==> src/rtl/sdwk_pkg.sv <==
// Shared types, constants and the CORDIC arctangent table for the swerve wheel kinematics.
// Used by the controller, the datapath and the top level; depends on nothing else.
package sdwk_pkg;

  localparam int WHEEL_COUNT          = 4;
  localparam int WHEEL_W              = 2;
  localparam int STEP_W               = 5;   // covers up to 24 CORDIC steps
  localparam int CORDIC_STEPS_DEFAULT = 16;

  localparam int VEC_W  = 30;  // Q8.16 vectors with headroom for CORDIC growth
  localparam int ANG_W  = 28;  // Q.24 CORDIC angle accumulator
  localparam int TGT_W  = 28;  // Q4.12 targets and chained heading
  localparam int WA_W   = 24;  // stored wheel angle, Q12.12
  localparam int MUL_A_W = 31;
  localparam int MUL_B_W = 18;
  localparam int PROD_W  = MUL_A_W + MUL_B_W;

  localparam int PI12      = 12868;
  localparam int HALF_PI12 = 6434;
  localparam int TWO_PI12  = 25736;
  localparam int ARC270_12 = 19302;
  localparam int UNWRAP12  = 25723;
  localparam int PI24      = 52707179;
  localparam int GAIN_Q16  = 39797;
  localparam int BRAKE_Q8  = 2560;
  localparam int ANG_MAX   = 8388607;
  localparam int ANG_MIN   = -8388608;

  localparam int CFG_IDX_W = 8;
  localparam int CFG_DAT_W = 16;
  localparam logic [CFG_IDX_W-1:0] CFG_FIELD_ORIENTED     = 8'd0;
  localparam logic [CFG_IDX_W-1:0] CFG_FRONT_TO_BACK      = 8'd1;
  localparam logic [CFG_IDX_W-1:0] CFG_LEFT_TO_RIGHT      = 8'd2;
  localparam logic [CFG_IDX_W-1:0] CFG_MAX_TURN_RATE      = 8'd3;
  localparam logic [CFG_IDX_W-1:0] CFG_STEER_GEAR_RATIO   = 8'd4;
  localparam logic [CFG_IDX_W-1:0] CFG_ROTATION_SIGN_MASK = 8'd5;

  typedef enum logic [3:0] {
    OP_NONE, OP_LOAD, OP_MULX, OP_MULTX, OP_MULTY, OP_ROT_INIT, OP_ROT_ITER,
    OP_SAVE, OP_VEC_INIT, OP_VEC_ITER, OP_MAG, OP_ARC, OP_STEER
  } op_t;

  typedef enum logic [3:0] {
    ST_IDLE, ST_MULX, ST_MULTX, ST_MULTY, ST_ROT_INIT, ST_ROT, ST_SAVE,
    ST_VEC_INIT, ST_VEC, ST_MAG, ST_ARC, ST_STEER, ST_OUT
  } state_t;

  typedef struct packed {
    op_t                op;
    logic [STEP_W-1:0]  step;
    logic [WHEEL_W-1:0] wheel;
  } cmd_t;

  typedef struct packed {
    logic                 valid;
    logic [CFG_IDX_W-1:0] index;
    logic [CFG_DAT_W-1:0] data;
  } cfg_wr_t;

  function automatic logic signed [ANG_W-1:0] atan_q24(input logic [STEP_W-1:0] step);
    logic signed [ANG_W-1:0] v;
    case (step)
      5'd0:  v = 28'sd13176795;
      5'd1:  v = 28'sd7778716;
      5'd2:  v = 28'sd4110060;
      5'd3:  v = 28'sd2086331;
      5'd4:  v = 28'sd1047214;
      5'd5:  v = 28'sd524117;
      5'd6:  v = 28'sd262123;
      5'd7:  v = 28'sd131069;
      5'd8:  v = 28'sd65536;
      5'd9:  v = 28'sd32768;
      5'd10: v = 28'sd16384;
      5'd11: v = 28'sd8192;
      5'd12: v = 28'sd4096;
      5'd13: v = 28'sd2048;
      5'd14: v = 28'sd1024;
      5'd15: v = 28'sd512;
      5'd16: v = 28'sd256;
      5'd17: v = 28'sd128;
      5'd18: v = 28'sd64;
      5'd19: v = 28'sd32;
      5'd20: v = 28'sd16;
      5'd21: v = 28'sd8;
      5'd22: v = 28'sd4;
      5'd23: v = 28'sd2;
      default: v = '0;
    endcase
    return v;
  endfunction

endpackage

==> src/rtl/swerve_drive_wheel_kinematics.sv <==
// Top level of the four-wheel swerve inverse kinematics block.
// Instantiates sdwk_controller and sdwk_datapath; depends on sdwk_pkg.
//
// Usage:
//  - Slave stream: one chassis request per handshake. s_tdata holds, from bit 0 up,
//    chassis_speed, chassis_heading, turn_rate, measured_yaw; s_tuser[0] is brake_request.
//  - Master stream: four results per request, wheels 0..3 in order; m_tlast marks wheel 3.
//  - Config channel: cfg_index selects a register, cfg_data carries its value; always ready.
//    Write only while no request is in work.
//  - Timing: a request is accepted only when the block is idle. It then runs the load,
//    three multiplies, rotation init, the CORDIC_STEPS rotation iterations and the save,
//    and per wheel the vectoring init, CORDIC_STEPS vectoring iterations, magnitude,
//    minor-arc and steer steps and an output step. The single shared CORDIC stage runs
//    one iteration per cycle.
//  - A stalled master holds the current result in the output register and freezes
//    the sequence until it is taken.
//  - Reset (rst, synchronous): config registers go to their defaults, stored wheel angles
//    to zero, the sequencer to idle.
module swerve_drive_wheel_kinematics #(
  parameter int CORDIC_STEPS = sdwk_pkg::CORDIC_STEPS_DEFAULT
) (
  input  logic        clk,
  input  logic        rst,
  input  logic        s_tvalid,
  output logic        s_tready,
  input  logic [63:0] s_tdata,   // chassis_speed, chassis_heading, turn_rate, measured_yaw
  input  logic [0:0]  s_tuser,   // brake_request
  output logic        m_tvalid,
  input  logic        m_tready,
  output logic [47:0] m_tdata,   // steer_position, drive_speed
  output logic [2:0]  m_tuser,   // wheel_number[1:0], brake_active
  output logic        m_tlast,   // last_wheel
  input  logic        cfg_valid,
  output logic        cfg_ready,
  input  logic [sdwk_pkg::CFG_IDX_W-1:0] cfg_index,
  input  logic [sdwk_pkg::CFG_DAT_W-1:0] cfg_data
);
  import sdwk_pkg::*;

  cmd_t    cmd;
  cfg_wr_t cfg;

  // configuration never stalls
  assign cfg_ready = 1'b1;
  assign cfg.valid = cfg_valid;
  assign cfg.index = cfg_index;
  assign cfg.data  = cfg_data;

  sdwk_controller #(.CORDIC_STEPS(CORDIC_STEPS)) u_ctrl (
    .clk      (clk),
    .rst      (rst),
    .s_tvalid (s_tvalid),
    .s_tready (s_tready),
    .m_tvalid (m_tvalid),
    .m_tready (m_tready),
    .cmd      (cmd)
  );

  sdwk_datapath u_dp (
    .clk     (clk),
    .rst     (rst),
    .cmd     (cmd),
    .cfg     (cfg),
    .s_tdata (s_tdata),
    .s_tuser (s_tuser),
    .m_tdata (m_tdata),
    .m_tuser (m_tuser),
    .m_tlast (m_tlast)
  );

endmodule

==> src/rtl/sdwk_datapath.sv <==
// Datapath: config registers, shared CORDIC iteration unit, shared multiplier,
// minor-arc rule, wheel angle store and output register. Depends on sdwk_pkg.
module sdwk_datapath (
  input  logic             clk,
  input  logic             rst,
  input  sdwk_pkg::cmd_t   cmd,
  input  sdwk_pkg::cfg_wr_t cfg,
  input  logic [63:0]      s_tdata,
  input  logic [0:0]       s_tuser,
  output logic [47:0]      m_tdata,
  output logic [2:0]       m_tuser,
  output logic             m_tlast
);
  import sdwk_pkg::*;

  logic        field_oriented;
  logic [15:0] front_to_back, left_to_right, steer_gear_ratio;
  logic [14:0] max_turn_rate;
  logic [7:0]  rotation_sign_mask;

  always_ff @(posedge clk) begin
    if (rst) begin
      field_oriented     <= 1'b0;
      front_to_back      <= 16'd256;
      left_to_right      <= 16'd256;
      max_turn_rate      <= 15'd1024;
      steer_gear_ratio   <= 16'd256;
      rotation_sign_mask <= 8'd0;
    end else if (cfg.valid) begin
      case (cfg.index)
        CFG_FIELD_ORIENTED:     field_oriented     <= cfg.data[0];
        CFG_FRONT_TO_BACK:      front_to_back      <= cfg.data;
        CFG_LEFT_TO_RIGHT:      left_to_right      <= cfg.data;
        CFG_MAX_TURN_RATE:      max_turn_rate      <= cfg.data[14:0];
        CFG_STEER_GEAR_RATIO:   steer_gear_ratio   <= cfg.data;
        CFG_ROTATION_SIGN_MASK: rotation_sign_mask <= cfg.data[7:0];
        default: ;
      endcase
    end
  end

  // working registers
  logic signed [15:0]      speed_r, omega_r;
  logic                    brake_r, moving_r;
  logic signed [TGT_W-1:0] dir_r, target_r;
  logic signed [VEC_W-1:0] x, y, vx, vy, tx, ty;
  logic signed [ANG_W-1:0] z;
  logic signed [23:0]      drive_r;
  logic signed [WA_W-1:0]  wheel_angle [WHEEL_COUNT];

  // command load: heading correction and turn rate clamp
  logic signed [15:0] in_speed, in_heading, in_turn, in_yaw;
  logic signed [17:0] yaw_off, yaw_off_w;
  logic signed [18:0] dir_load;
  logic signed [16:0] lim, om17, om_cl;

  assign in_speed   = s_tdata[15:0];
  assign in_heading = s_tdata[31:16];
  assign in_turn    = s_tdata[47:32];
  assign in_yaw     = s_tdata[63:48];

  always_comb begin
    yaw_off   = 18'(in_yaw) - 18'(HALF_PI12);
    yaw_off_w = (yaw_off > PI12) ? yaw_off - 18'(TWO_PI12) : yaw_off;
    dir_load  = field_oriented ? 19'(in_heading) - 19'(yaw_off_w) : 19'(in_heading);
    lim       = {2'b00, max_turn_rate};
    om17      = 17'(in_turn);
    om_cl     = (om17 > lim) ? lim : ((om17 < -lim) ? -lim : om17);
  end

  // rotation init: reduce heading into [-pi, pi], fold into right half plane
  logic signed [TGT_W-1:0] red [5];
  logic signed [TGT_W-1:0] a_fold;
  logic                    fold;
  always_comb begin
    red[0] = dir_r;
    for (int k = 0; k < 4; k++) begin
      if (red[k] > PI12)       red[k+1] = red[k] - TGT_W'(TWO_PI12);
      else if (red[k] < -PI12) red[k+1] = red[k] + TGT_W'(TWO_PI12);
      else                     red[k+1] = red[k];
    end
    fold   = 1'b0;
    a_fold = red[4];
    if (red[4] > HALF_PI12) begin
      fold = 1'b1; a_fold = red[4] - TGT_W'(PI12);
    end else if (red[4] < -HALF_PI12) begin
      fold = 1'b1; a_fold = red[4] + TGT_W'(PI12);
    end
  end

  // CORDIC iteration
  logic signed [VEC_W-1:0] xs, ys;
  logic signed [ANG_W-1:0] at;
  assign xs = x >>> cmd.step;
  assign ys = y >>> cmd.step;
  assign at = atan_q24(cmd.step);

  // polar init for the selected wheel
  logic signed [VEC_W-1:0] px, py;
  always_comb begin
    px = vx + (rotation_sign_mask[{cmd.wheel, 1'b0}] ? -tx : tx);
    py = vy + (rotation_sign_mask[{cmd.wheel, 1'b1}] ? -ty : ty);
  end

  // shared multiplier
  logic signed [MUL_A_W-1:0] mul_a;
  logic signed [MUL_B_W-1:0] mul_b;
  logic signed [PROD_W-1:0]  prod, mag_rnd;
  logic signed [PROD_W-1:0]  steer_sh;
  always_comb begin
    mul_a = '0;
    mul_b = '0;
    case (cmd.op)
      OP_MULX:  begin mul_a = MUL_A_W'(speed_r); mul_b = MUL_B_W'(GAIN_Q16); end
      OP_MULTX: begin mul_a = MUL_A_W'(omega_r); mul_b = MUL_B_W'({2'b00, front_to_back}); end
      OP_MULTY: begin mul_a = MUL_A_W'(omega_r); mul_b = MUL_B_W'({2'b00, left_to_right}); end
      OP_MAG:   begin mul_a = MUL_A_W'(x); mul_b = MUL_B_W'(GAIN_Q16); end
      OP_STEER: begin
        mul_a = MUL_A_W'(wheel_angle[cmd.wheel]);
        mul_b = MUL_B_W'({2'b00, steer_gear_ratio});
      end
      default: ;
    endcase
    prod     = mul_a * mul_b;
    mag_rnd  = (prod + PROD_W'(64'sd8388608)) >>> 24;
    steer_sh = prod >>> 8;
  end

  logic signed [TGT_W-1:0] ang_rnd;
  assign ang_rnd = TGT_W'((z + ANG_W'(2048)) >>> 12);

  // minor-arc rule against the stored angle
  logic signed [TGT_W-1:0] now_a, tgt_new;
  logic signed [TGT_W:0]   d, ad, d2;
  logic signed [23:0]      drv_new;
  logic signed [WA_W-1:0]  wa_new;
  always_comb begin
    now_a   = TGT_W'(wheel_angle[cmd.wheel]);
    d       = (TGT_W+1)'(target_r) - (TGT_W+1)'(now_a);
    ad      = (d < 0) ? -d : d;
    d2      = d;
    drv_new = drive_r;
    if (ad > HALF_PI12 && ad < ARC270_12) begin
      tgt_new = target_r + ((target_r < 0) ? TGT_W'(PI12) : -TGT_W'(PI12));
      drv_new = -drive_r;
    end else begin
      if (d > ARC270_12)       d2 = d - (TGT_W+1)'(UNWRAP12);
      else if (d < -ARC270_12) d2 = d + (TGT_W+1)'(UNWRAP12);
      tgt_new = TGT_W'((TGT_W+1)'(now_a) + d2);
    end
    if (tgt_new > ANG_MAX)      wa_new = WA_W'(ANG_MAX);
    else if (tgt_new < ANG_MIN) wa_new = WA_W'(ANG_MIN);
    else                        wa_new = WA_W'(tgt_new);
  end

  always_ff @(posedge clk) begin
    case (cmd.op)
      OP_LOAD: begin
        speed_r <= in_speed;
        omega_r <= 16'(om_cl);
        dir_r   <= TGT_W'(dir_load);
        brake_r <= s_tuser[0];
      end
      OP_MULX: begin
        x        <= VEC_W'(prod >>> 8);
        moving_r <= (speed_r != 0) || (omega_r != 0);
      end
      OP_MULTX: tx <= VEC_W'(prod >>> 5);
      OP_MULTY: ty <= VEC_W'(prod >>> 5);
      OP_ROT_INIT: begin
        if (fold) x <= -x;
        y <= '0;
        z <= ANG_W'(a_fold) <<< 12;
      end
      OP_ROT_ITER: begin
        if (z >= 0) begin
          x <= x - ys; y <= y + xs; z <= z - at;
        end else begin
          x <= x + ys; y <= y - xs; z <= z + at;
        end
      end
      OP_SAVE: begin
        vx <= x;
        vy <= y;
      end
      OP_VEC_INIT: begin
        if (px < 0) begin
          x <= -px; y <= -py;
          z <= (py >= 0) ? ANG_W'(PI24) : -ANG_W'(PI24);
        end else begin
          x <= px; y <= py; z <= '0;
        end
      end
      OP_VEC_ITER: begin
        if (y > 0) begin
          x <= x + ys; y <= y - xs; z <= z + at;
        end else if (y < 0) begin
          x <= x - ys; y <= y + xs; z <= z - at;
        end
      end
      OP_MAG: begin
        if (moving_r) begin
          drive_r <= 24'(mag_rnd);
          if (ang_rnd > PI12)       target_r <= TGT_W'(PI12);
          else if (ang_rnd < -PI12) target_r <= -TGT_W'(PI12);
          else                      target_r <= ang_rnd;
        end else begin
          drive_r  <= '0;
          target_r <= dir_r;
        end
      end
      OP_ARC: begin
        drive_r <= moving_r ? drv_new : 24'sd0;
        if (!moving_r) dir_r <= tgt_new;
      end
      OP_STEER: begin
        m_tuser[1:0] <= cmd.wheel;
        m_tuser[2]   <= brake_r;
        m_tlast      <= (cmd.wheel == WHEEL_W'(WHEEL_COUNT - 1));
        if (steer_sh > 64'sd2147483647)       m_tdata[31:0] <= 32'h7FFF_FFFF;
        else if (steer_sh < -64'sd2147483648) m_tdata[31:0] <= 32'h8000_0000;
        else                                  m_tdata[31:0] <= 32'(steer_sh);
        if (brake_r)                 m_tdata[47:32] <= 16'(BRAKE_Q8);
        else if (drive_r > 32767)    m_tdata[47:32] <= 16'h7FFF;
        else if (drive_r < -32768)   m_tdata[47:32] <= 16'h8000;
        else                         m_tdata[47:32] <= 16'(drive_r);
      end
      default: ;
    endcase
  end

  // stored wheel angles
  always_ff @(posedge clk) begin
    if (rst) begin
      for (int i = 0; i < WHEEL_COUNT; i++) wheel_angle[i] <= '0;
    end else if (cmd.op == OP_ARC) begin
      wheel_angle[cmd.wheel] <= wa_new;
    end
  end

endmodule

==> src/rtl/sdwk_controller.sv <==
// Sequencer for one chassis command: load, multiplies, rotation CORDIC, then per wheel
// vectoring CORDIC, minor-arc rule and output handshake. Depends on sdwk_pkg.
module sdwk_controller #(
  parameter int CORDIC_STEPS = sdwk_pkg::CORDIC_STEPS_DEFAULT
) (
  input  logic           clk,
  input  logic           rst,
  input  logic           s_tvalid,
  output logic           s_tready,
  output logic           m_tvalid,
  input  logic           m_tready,
  output sdwk_pkg::cmd_t cmd
);
  import sdwk_pkg::*;

  localparam logic [STEP_W-1:0] STEP_LAST  = STEP_W'(CORDIC_STEPS - 1);
  localparam logic [WHEEL_W-1:0] WHEEL_LAST = WHEEL_W'(WHEEL_COUNT - 1);

  state_t             state, state_next;
  logic [STEP_W-1:0]  step, step_next;
  logic [WHEEL_W-1:0] wheel, wheel_next;

  always_ff @(posedge clk) begin
    if (rst) begin
      state <= ST_IDLE;
      step  <= '0;
      wheel <= '0;
    end else begin
      state <= state_next;
      step  <= step_next;
      wheel <= wheel_next;
    end
  end

  always_comb begin
    state_next = state;
    step_next  = step;
    wheel_next = wheel;
    cmd.op     = OP_NONE;
    cmd.step   = step;
    cmd.wheel  = wheel;
    s_tready   = 1'b0;
    m_tvalid   = 1'b0;
    case (state)
      ST_IDLE: begin
        s_tready = 1'b1;
        if (s_tvalid) begin
          cmd.op     = OP_LOAD;
          state_next = ST_MULX;
        end
      end
      ST_MULX:  begin cmd.op = OP_MULX;  state_next = ST_MULTX; end
      ST_MULTX: begin cmd.op = OP_MULTX; state_next = ST_MULTY; end
      ST_MULTY: begin cmd.op = OP_MULTY; state_next = ST_ROT_INIT; end
      ST_ROT_INIT: begin
        cmd.op     = OP_ROT_INIT;
        step_next  = '0;
        state_next = ST_ROT;
      end
      ST_ROT: begin
        cmd.op = OP_ROT_ITER;
        if (step == STEP_LAST) state_next = ST_SAVE;
        else                   step_next  = step + 1'b1;
      end
      ST_SAVE: begin
        cmd.op     = OP_SAVE;
        wheel_next = '0;
        state_next = ST_VEC_INIT;
      end
      ST_VEC_INIT: begin
        cmd.op     = OP_VEC_INIT;
        step_next  = '0;
        state_next = ST_VEC;
      end
      ST_VEC: begin
        cmd.op = OP_VEC_ITER;
        if (step == STEP_LAST) state_next = ST_MAG;
        else                   step_next  = step + 1'b1;
      end
      ST_MAG:   begin cmd.op = OP_MAG;   state_next = ST_ARC; end
      ST_ARC:   begin cmd.op = OP_ARC;   state_next = ST_STEER; end
      ST_STEER: begin cmd.op = OP_STEER; state_next = ST_OUT; end
      ST_OUT: begin
        m_tvalid = 1'b1;
        if (m_tready) begin
          if (wheel == WHEEL_LAST) begin
            state_next = ST_IDLE;
          end else begin
            wheel_next = wheel + 1'b1;
            state_next = ST_VEC_INIT;
          end
        end
      end
      default: state_next = ST_IDLE;
    endcase
  end

`ifndef SYNTHESIS
  a_step_range: assert property (@(posedge clk) disable iff (rst) step <= STEP_LAST)
    else $error("CORDIC step past last");
  a_accept_starts: assert property (@(posedge clk) disable iff (rst)
    s_tvalid && s_tready |=> state == ST_MULX)
    else $error("accepted request did not start work");
  a_last_to_idle: assert property (@(posedge clk) disable iff (rst)
    m_tvalid && m_tready && wheel == WHEEL_LAST |=> state == ST_IDLE)
    else $error("last wheel did not return to idle");
  a_one_side: assert property (@(posedge clk) disable iff (rst)
    m_tvalid && m_tready && wheel != WHEEL_LAST |=> state == ST_VEC_INIT && step_next == '0)
    else $error("next wheel did not start");
`endif

endmodule

==> config.mk <==
export PLATFORM = sky130hd
export DESIGN_NAME = swerve_drive_wheel_kinematics
export DESIGN_NICKNAME = d
export VERILOG_FILES = /design/src/rtl/sdwk_pkg.sv /design/src/rtl/swerve_drive_wheel_kinematics.sv /design/src/rtl/sdwk_datapath.sv /design/src/rtl/sdwk_controller.sv
export SDC_FILE = /design/constraint.sdc
export NUM_CORES = 2
export LEC_CHECK = 0
export BUFFER_PORTS_ARGS = -buffer_cell sky130_fd_sc_hd__buf_2
export CAP_MARGIN = 20
export CORE_MARGIN = 2
export CORE_UTILIZATION = 30
export CTS_BUF_LIST = sky130_fd_sc_hd__clkbuf_4 sky130_fd_sc_hd__clkbuf_8 sky130_fd_sc_hd__clkbuf_16
export DETAILED_ROUTE_END_ITERATION = 8
export PLACE_DENSITY = 0.43
export SYNTH_ARGS = -nofsm -noshare
export SYNTH_HDL_FRONTEND = slang
export SYNTH_SLANG_ARGS = --single-unit
export TNS_END_PERCENT = 20
==> constraint.sdc <==
create_clock -name clk -period 15.8 [get_ports clk]
set_input_delay 1.58 -clock clk [delete_from_list [all_inputs] [get_ports clk]]
set_output_delay 1.58 -clock clk [all_outputs]
set_load 0.01 [all_outputs]
Yosys cells after proc, flatten, opt, wreduce, memory -nomap -nowiden. Memory sizes are Yosys's and may differ from the RTL's. A register that Yosys moved wholly into a read port is not among the register bits. Index checks and enable logic that the tools add are counted.

Add/sub/neg operators: 38. Multiply operators: 1. Order comparisons: 34. Eq/ne operators: 41. Shift operators: 2. Muxes and demuxes: 88. Reductions and logical operators: 31.

Operators with widths (count): $mux 28 (22); $mux 30 (11); $neg 30->30 (5); $pmux 30 s5 (1); $mux 24 (6); $add 28x16->28 const B (5); $sub 28x16->28 const B (5); $pmux 31 s4 (1); $add 30x30->30 (4); $pmux 30 s4 (1); $gt 28x15->1 const B (4); $lt 28x15->1 const B (4); $pmux 28 s4 (1); $mux 16 (4); $pmux 16 s4 (1); $reduce_bool 32->1 (2); $lt 30x1->1 const B (2); $sshr 30x5->30 (2); $sub 30x30->30 (2); $lt 29x16->1 const B (2); $add 28x28->28 (2); $pmux 28 s2 (1); $pmux 4 s13 (1); $add 48x25->48 const B (1); 76 further kinds (145).

Flip-flop bits (word level): 457. Bits in writable memories: 96. Bits in read-only memories: 768. Input port bits: 94. Output and inout bits: 55. Logic and storage cells: 266. Memories kept: 2.

Memory list: (no name shown) (depth 32, width 24, read ports 1, clocked after Yosys merged registers in 1, write ports 0, RTL line sdwk_pkg.sv:62) `case (step)`; u_dp.wheel_angle (depth 4, width 24, read ports 1, clocked after Yosys merged registers in 1, write ports 4, RTL line sdwk_datapath.sv:49) `logic signed [WA_W-1:0] wheel_angle [WHEEL_COUNT];`.

Depth between registers and ports, before layout.
Depth in word-level cells: 17. Depth in mapped cells: 61. Mapped depth without buffers: 58.

Modules after synthesis. A second synthesis with hierarchy kept.

Cells, all modules: 8434. Area total of the unflattened synthesis: 71419.7 um2.

Modules (own cells, without submodules): sdwk_datapath (times used 1, cells an instance 8341, area an instance 70675.3 um2, seq. area each 15554.9 um2); sdwk_controller (times used 1, cells an instance 91, area an instance 733.2 um2, seq. area each 220.2 um2); swerve_drive_wheel_kinematics (times used 1, cells an instance 2, area an instance 11.3 um2, seq. area each 0.0 um2).

Worst setup path after synthesis. OpenSTA, ideal clock, no wires.

Path kind: register to register. Start: register (tool-made name). End: memory u_dp.wheel_angle[0][13], data pin. Setup time: 0.153 ns. Arrival: 11.687 ns. Data required time: 15.647 ns. Setup slack: 3.960 ns. Cell stages (with the launch flop): 59. Path buffers: 4. Period minus slack after synthesis: 11.840 ns. Cell sequence: dfxtp_1 -> clkbuf_1 -> buf_1 -> mux4_2 -> inv_1 -> ha_1 -> a21oi_1 -> o21ai_0 -> a21oi_1 -> o21ai_0 -> a21oi_1 -> o21ai_0 -> a21oi_1 -> o21ai_0 -> a21oi_1 -> o21ai_0 -> a21oi_1 -> nand2b_1 -> [23 not listed] -> a21boi_0 -> o21ai_0 -> a21boi_0 -> o21ai_0 -> a21boi_0 -> o21ai_0 -> nand2b_1 -> a21o_1 -> a21o_1 -> a31oi_1 -> o2111ai_1 -> a21oi_1 -> xor2_1 -> o41a_1 -> mux2_2 -> or2_2 -> clkbuf_1 -> o21ai_0.

RTL lines (RTL line): end, declared (sdwk_datapath.sv:49).

==> metrics.yaml <==
placeableCoreArea_um2: 238100
synth_edf_count: 470
mappedNetlistNets: 9589
synth_compound_area_share_pct: 20.65
cp_common_cell: "o21ai_0"
comb_power_share_pct: 50.5
grt_overflow: 0
synthMuxAreaShare_pct: 3.927
fin_crit_sh_pct: 87.90
seqPwrFrac_pct: 25.0
holdPathStages: 2
grt_usage_pct: 21.95
cts_tree: "yes"
die-area_um2: 243400
cts.hold.buffers_added: 0
synth.cell_area_um2: 71850
worstSetupStartpointType: "flop"
root_buffer: "clkbuf_16"
synthDistinctLibCells: 123
ys_ff_latch: 579
crit_required_ps: 16380
vias_per_cell: 5.437
final_cell_mix: "inv_1 (966), nand2_1 (880), nor2_1 (748)"
hp-class: "flop to flop"
yosys.area_share.adder_pct: 21.99
criticalPathCategory: "flop to flop"
async_flop_share_pct: 0
drt_iter0_markers: 5488
power_density_nw_per_um2: 99.91
synth_seq_area_share_pct: 22.68
hold_start: "u_dp.field_oriented$_SDFFE_PP0P_"
io_buffers: 147
clk_latency_ps: 760
r2r_setup_slack_ps: 1910
grt_pass1_vias: 61840
ctsResizeCount: 0
die-width_um: 493.4
critPathMaxFanout: 24
drive_above_1_share_pct: 7.991
switching_power_mw: 3.564
vdd_drop_max_uv: 90.45
pwr-share-clk_pct: 24.4
r2r_cells: 58
max_freq_mhz: 72.01
synthXorXnorAreaFrac_pct: 6.574
swShare_pct: 45.15
wl_per_cell_um: 23.30
final_common_cell: "inv_1"
hold_violations: 0
status: "complete, no violations"
rsz0062_at_grt: "no"
area_growth_pct: 9.979
p_int_mw: 4.330
htree_levels: 3
setup_viol: 0
ant_nets: 0
skew_ps: 56.79
dp_hpwl_um: 216500
synth_simple_gate_area_share_pct: 16.80
syn_area_per_cell_um2: 8.435
post-cts-setup-buffers: 0
drv_cap: 0
power_leakage_nw: 31.73
synth_warnings: 0
whs_ps: 462.6
fp.dieH_um: 493.4
worstPathArrival_ps: 14470
cts_buffers: 80
grt_start_max_net_pins: 76
synthFlopType: "edfxtp_1"
setup_total_negative_slack_ps: 0
dr.pass1.iters: 8
gp_congestion: 0.8889
grt_pass1_wl_um: 407300
cts_buffer_depth: 3
syn_inst: 8518
cp_slowest_cell: "dfxtp_2"
cts.sink_count: 579
tightest_slew_ps: 1236
num_vias: 63690
maxSlewHeadroom_pct: 17.02
slew_viol_final: 0
synth_top_family_by_area: "adder cells"
min_period_ps: 13890
nets: 9551
slowest_delay_ps: 830
initial_core_util_pct: 30.18
fin_total_pwr_mw: 7.894
clkTransAtPathRegs_ps: 60
drt-total-wl_um: 272900
io_pins: 149
rows: 179
antenna_found_initial: 11
drc: 0
critPathCaptureType: "flop"
-- Yosys cell counts (109+ instances only) --
| library cell | number | area (um2) |
|---|---|---|
| a21o_1 | 113 | 848.3 |
| a21oi_1 | 507 | 2537 |
| clkbuf_1 | 328 | 1231 |
| dfxtp_1 | 109 | 2182 |
| edfxtp_1 | 470 | 14110 |
| fa_1 | 476 | 9529 |
| ha_1 | 501 | 6269 |
| inv_1 | 966 | 3626 |
| mux2i_1 | 139 | 1391 |
| nand2_1 | 881 | 3307 |
| nand3_1 | 147 | 735.7 |
| nor2_1 | 755 | 2834 |
| nor3_1 | 176 | 880.8 |
| o21ai_0 | 529 | 2648 |
| xnor2_1 | 375 | 3284 |
| xor2_1 | 155 | 1358 |
-- power groups by stage --
stage	logic [mW]	clock network, mW	registers, mW
floorplan	2.67	0	1.92
global placement	3.93	0	2.00
detailed placement	3.94	0	2.00
CTS	3.97	1.98	1.97
global route	4.39	2.03	1.98
finish	3.99	1.93	1.98
-- kinds of logic after synthesis --
kind of cell	count (synthesis)
AO/OA/AOI/OAI	2226
XOR/XNOR	535
adder cells (fa/ha/maj)	977
buffers and inverters	1380
flip-flops	579
multiplexers	219
other	1
AND/OR/NAND/NOR	2601
-- state kept, by name, indices dropped and copies added (netlist names), 5 cells and up, named ones only --
signal and count:
u_dp.wheel_angle 96, u_dp.m_tdata 48, u_dp.tx 30, u_dp.ty 30, u_dp.vx 30, u_dp.vy 30, u_dp.x 30, u_dp.y 30
u_dp.dir_r 28, u_dp.target_r 28, u_dp.z 28, u_dp.at 24, u_dp.drive_r 24, u_dp.front_to_back 16, u_dp.left_to_right 16, u_dp.omega_r 16
u_dp.speed_r 16, u_dp.steer_gear_ratio 16, u_dp.max_turn_rate 15, u_dp.rotation_sign_mask 8, u_ctrl.step 5
-- metal layers --
layer  share of wire (%)  track usage [%]  vias up  wire, um
met1                  48            32.02    31600    131400
met4                 2.4            5.105        0      6589
li1                    -                -    29910         -
met3                 4.9            2.300      241     13480
met2                  45            34.63     1938    121500
met5                   0                0        -         0
-- stage by stage --
step	instance area (um2)	util [%]	instances	worst slack (ps)
after detailed placement	76110	31.97	11560	1998
after CTS	78920	33.15	11710	1949
after floorplan	71850	-	8518	3960
after global routing	79010	33.19	11710	508.0
final	79020	33.19	11720	1913
after global placement	76080	31.96	11560	1881
-- critical path, delay by kind of cell (launching register included) --
family,cells,cell delay (ps)
adder cells (fa/ha/maj),4,1100
buffers and inverters,2,130
multiplexers,2,1010
AO/OA/AOI/OAI,37,6760
flip-flops,1,830
XOR/XNOR,2,390
AND/OR/NAND/NOR,11,3450
-- final cells by class --
class	instances	area [um2]
clock buffer	108	2297
sequential	579	16300
multi-input combinational	6559	50430
tap	3167	3963
timing repair buffer	292	1876
inverter	968	3633
antenna	1	2.502
clock inverter	41	510.5
fill	24910	159100
-- worst paths after layout --
check,to
worst min register to register,u_dp.field_oriented$_SDFFE_PP0P_
worst max register to register,u_dp.wheel_angle[2][12]$_SDFFCE_PN0P_
worst min-delay path,u_dp.field_oriented$_SDFFE_PP0P_
worst max-delay path,u_dp.wheel_angle[2][12]$_SDFFCE_PN0P_
Note: power is estimated with default switching activity, not from simulation.
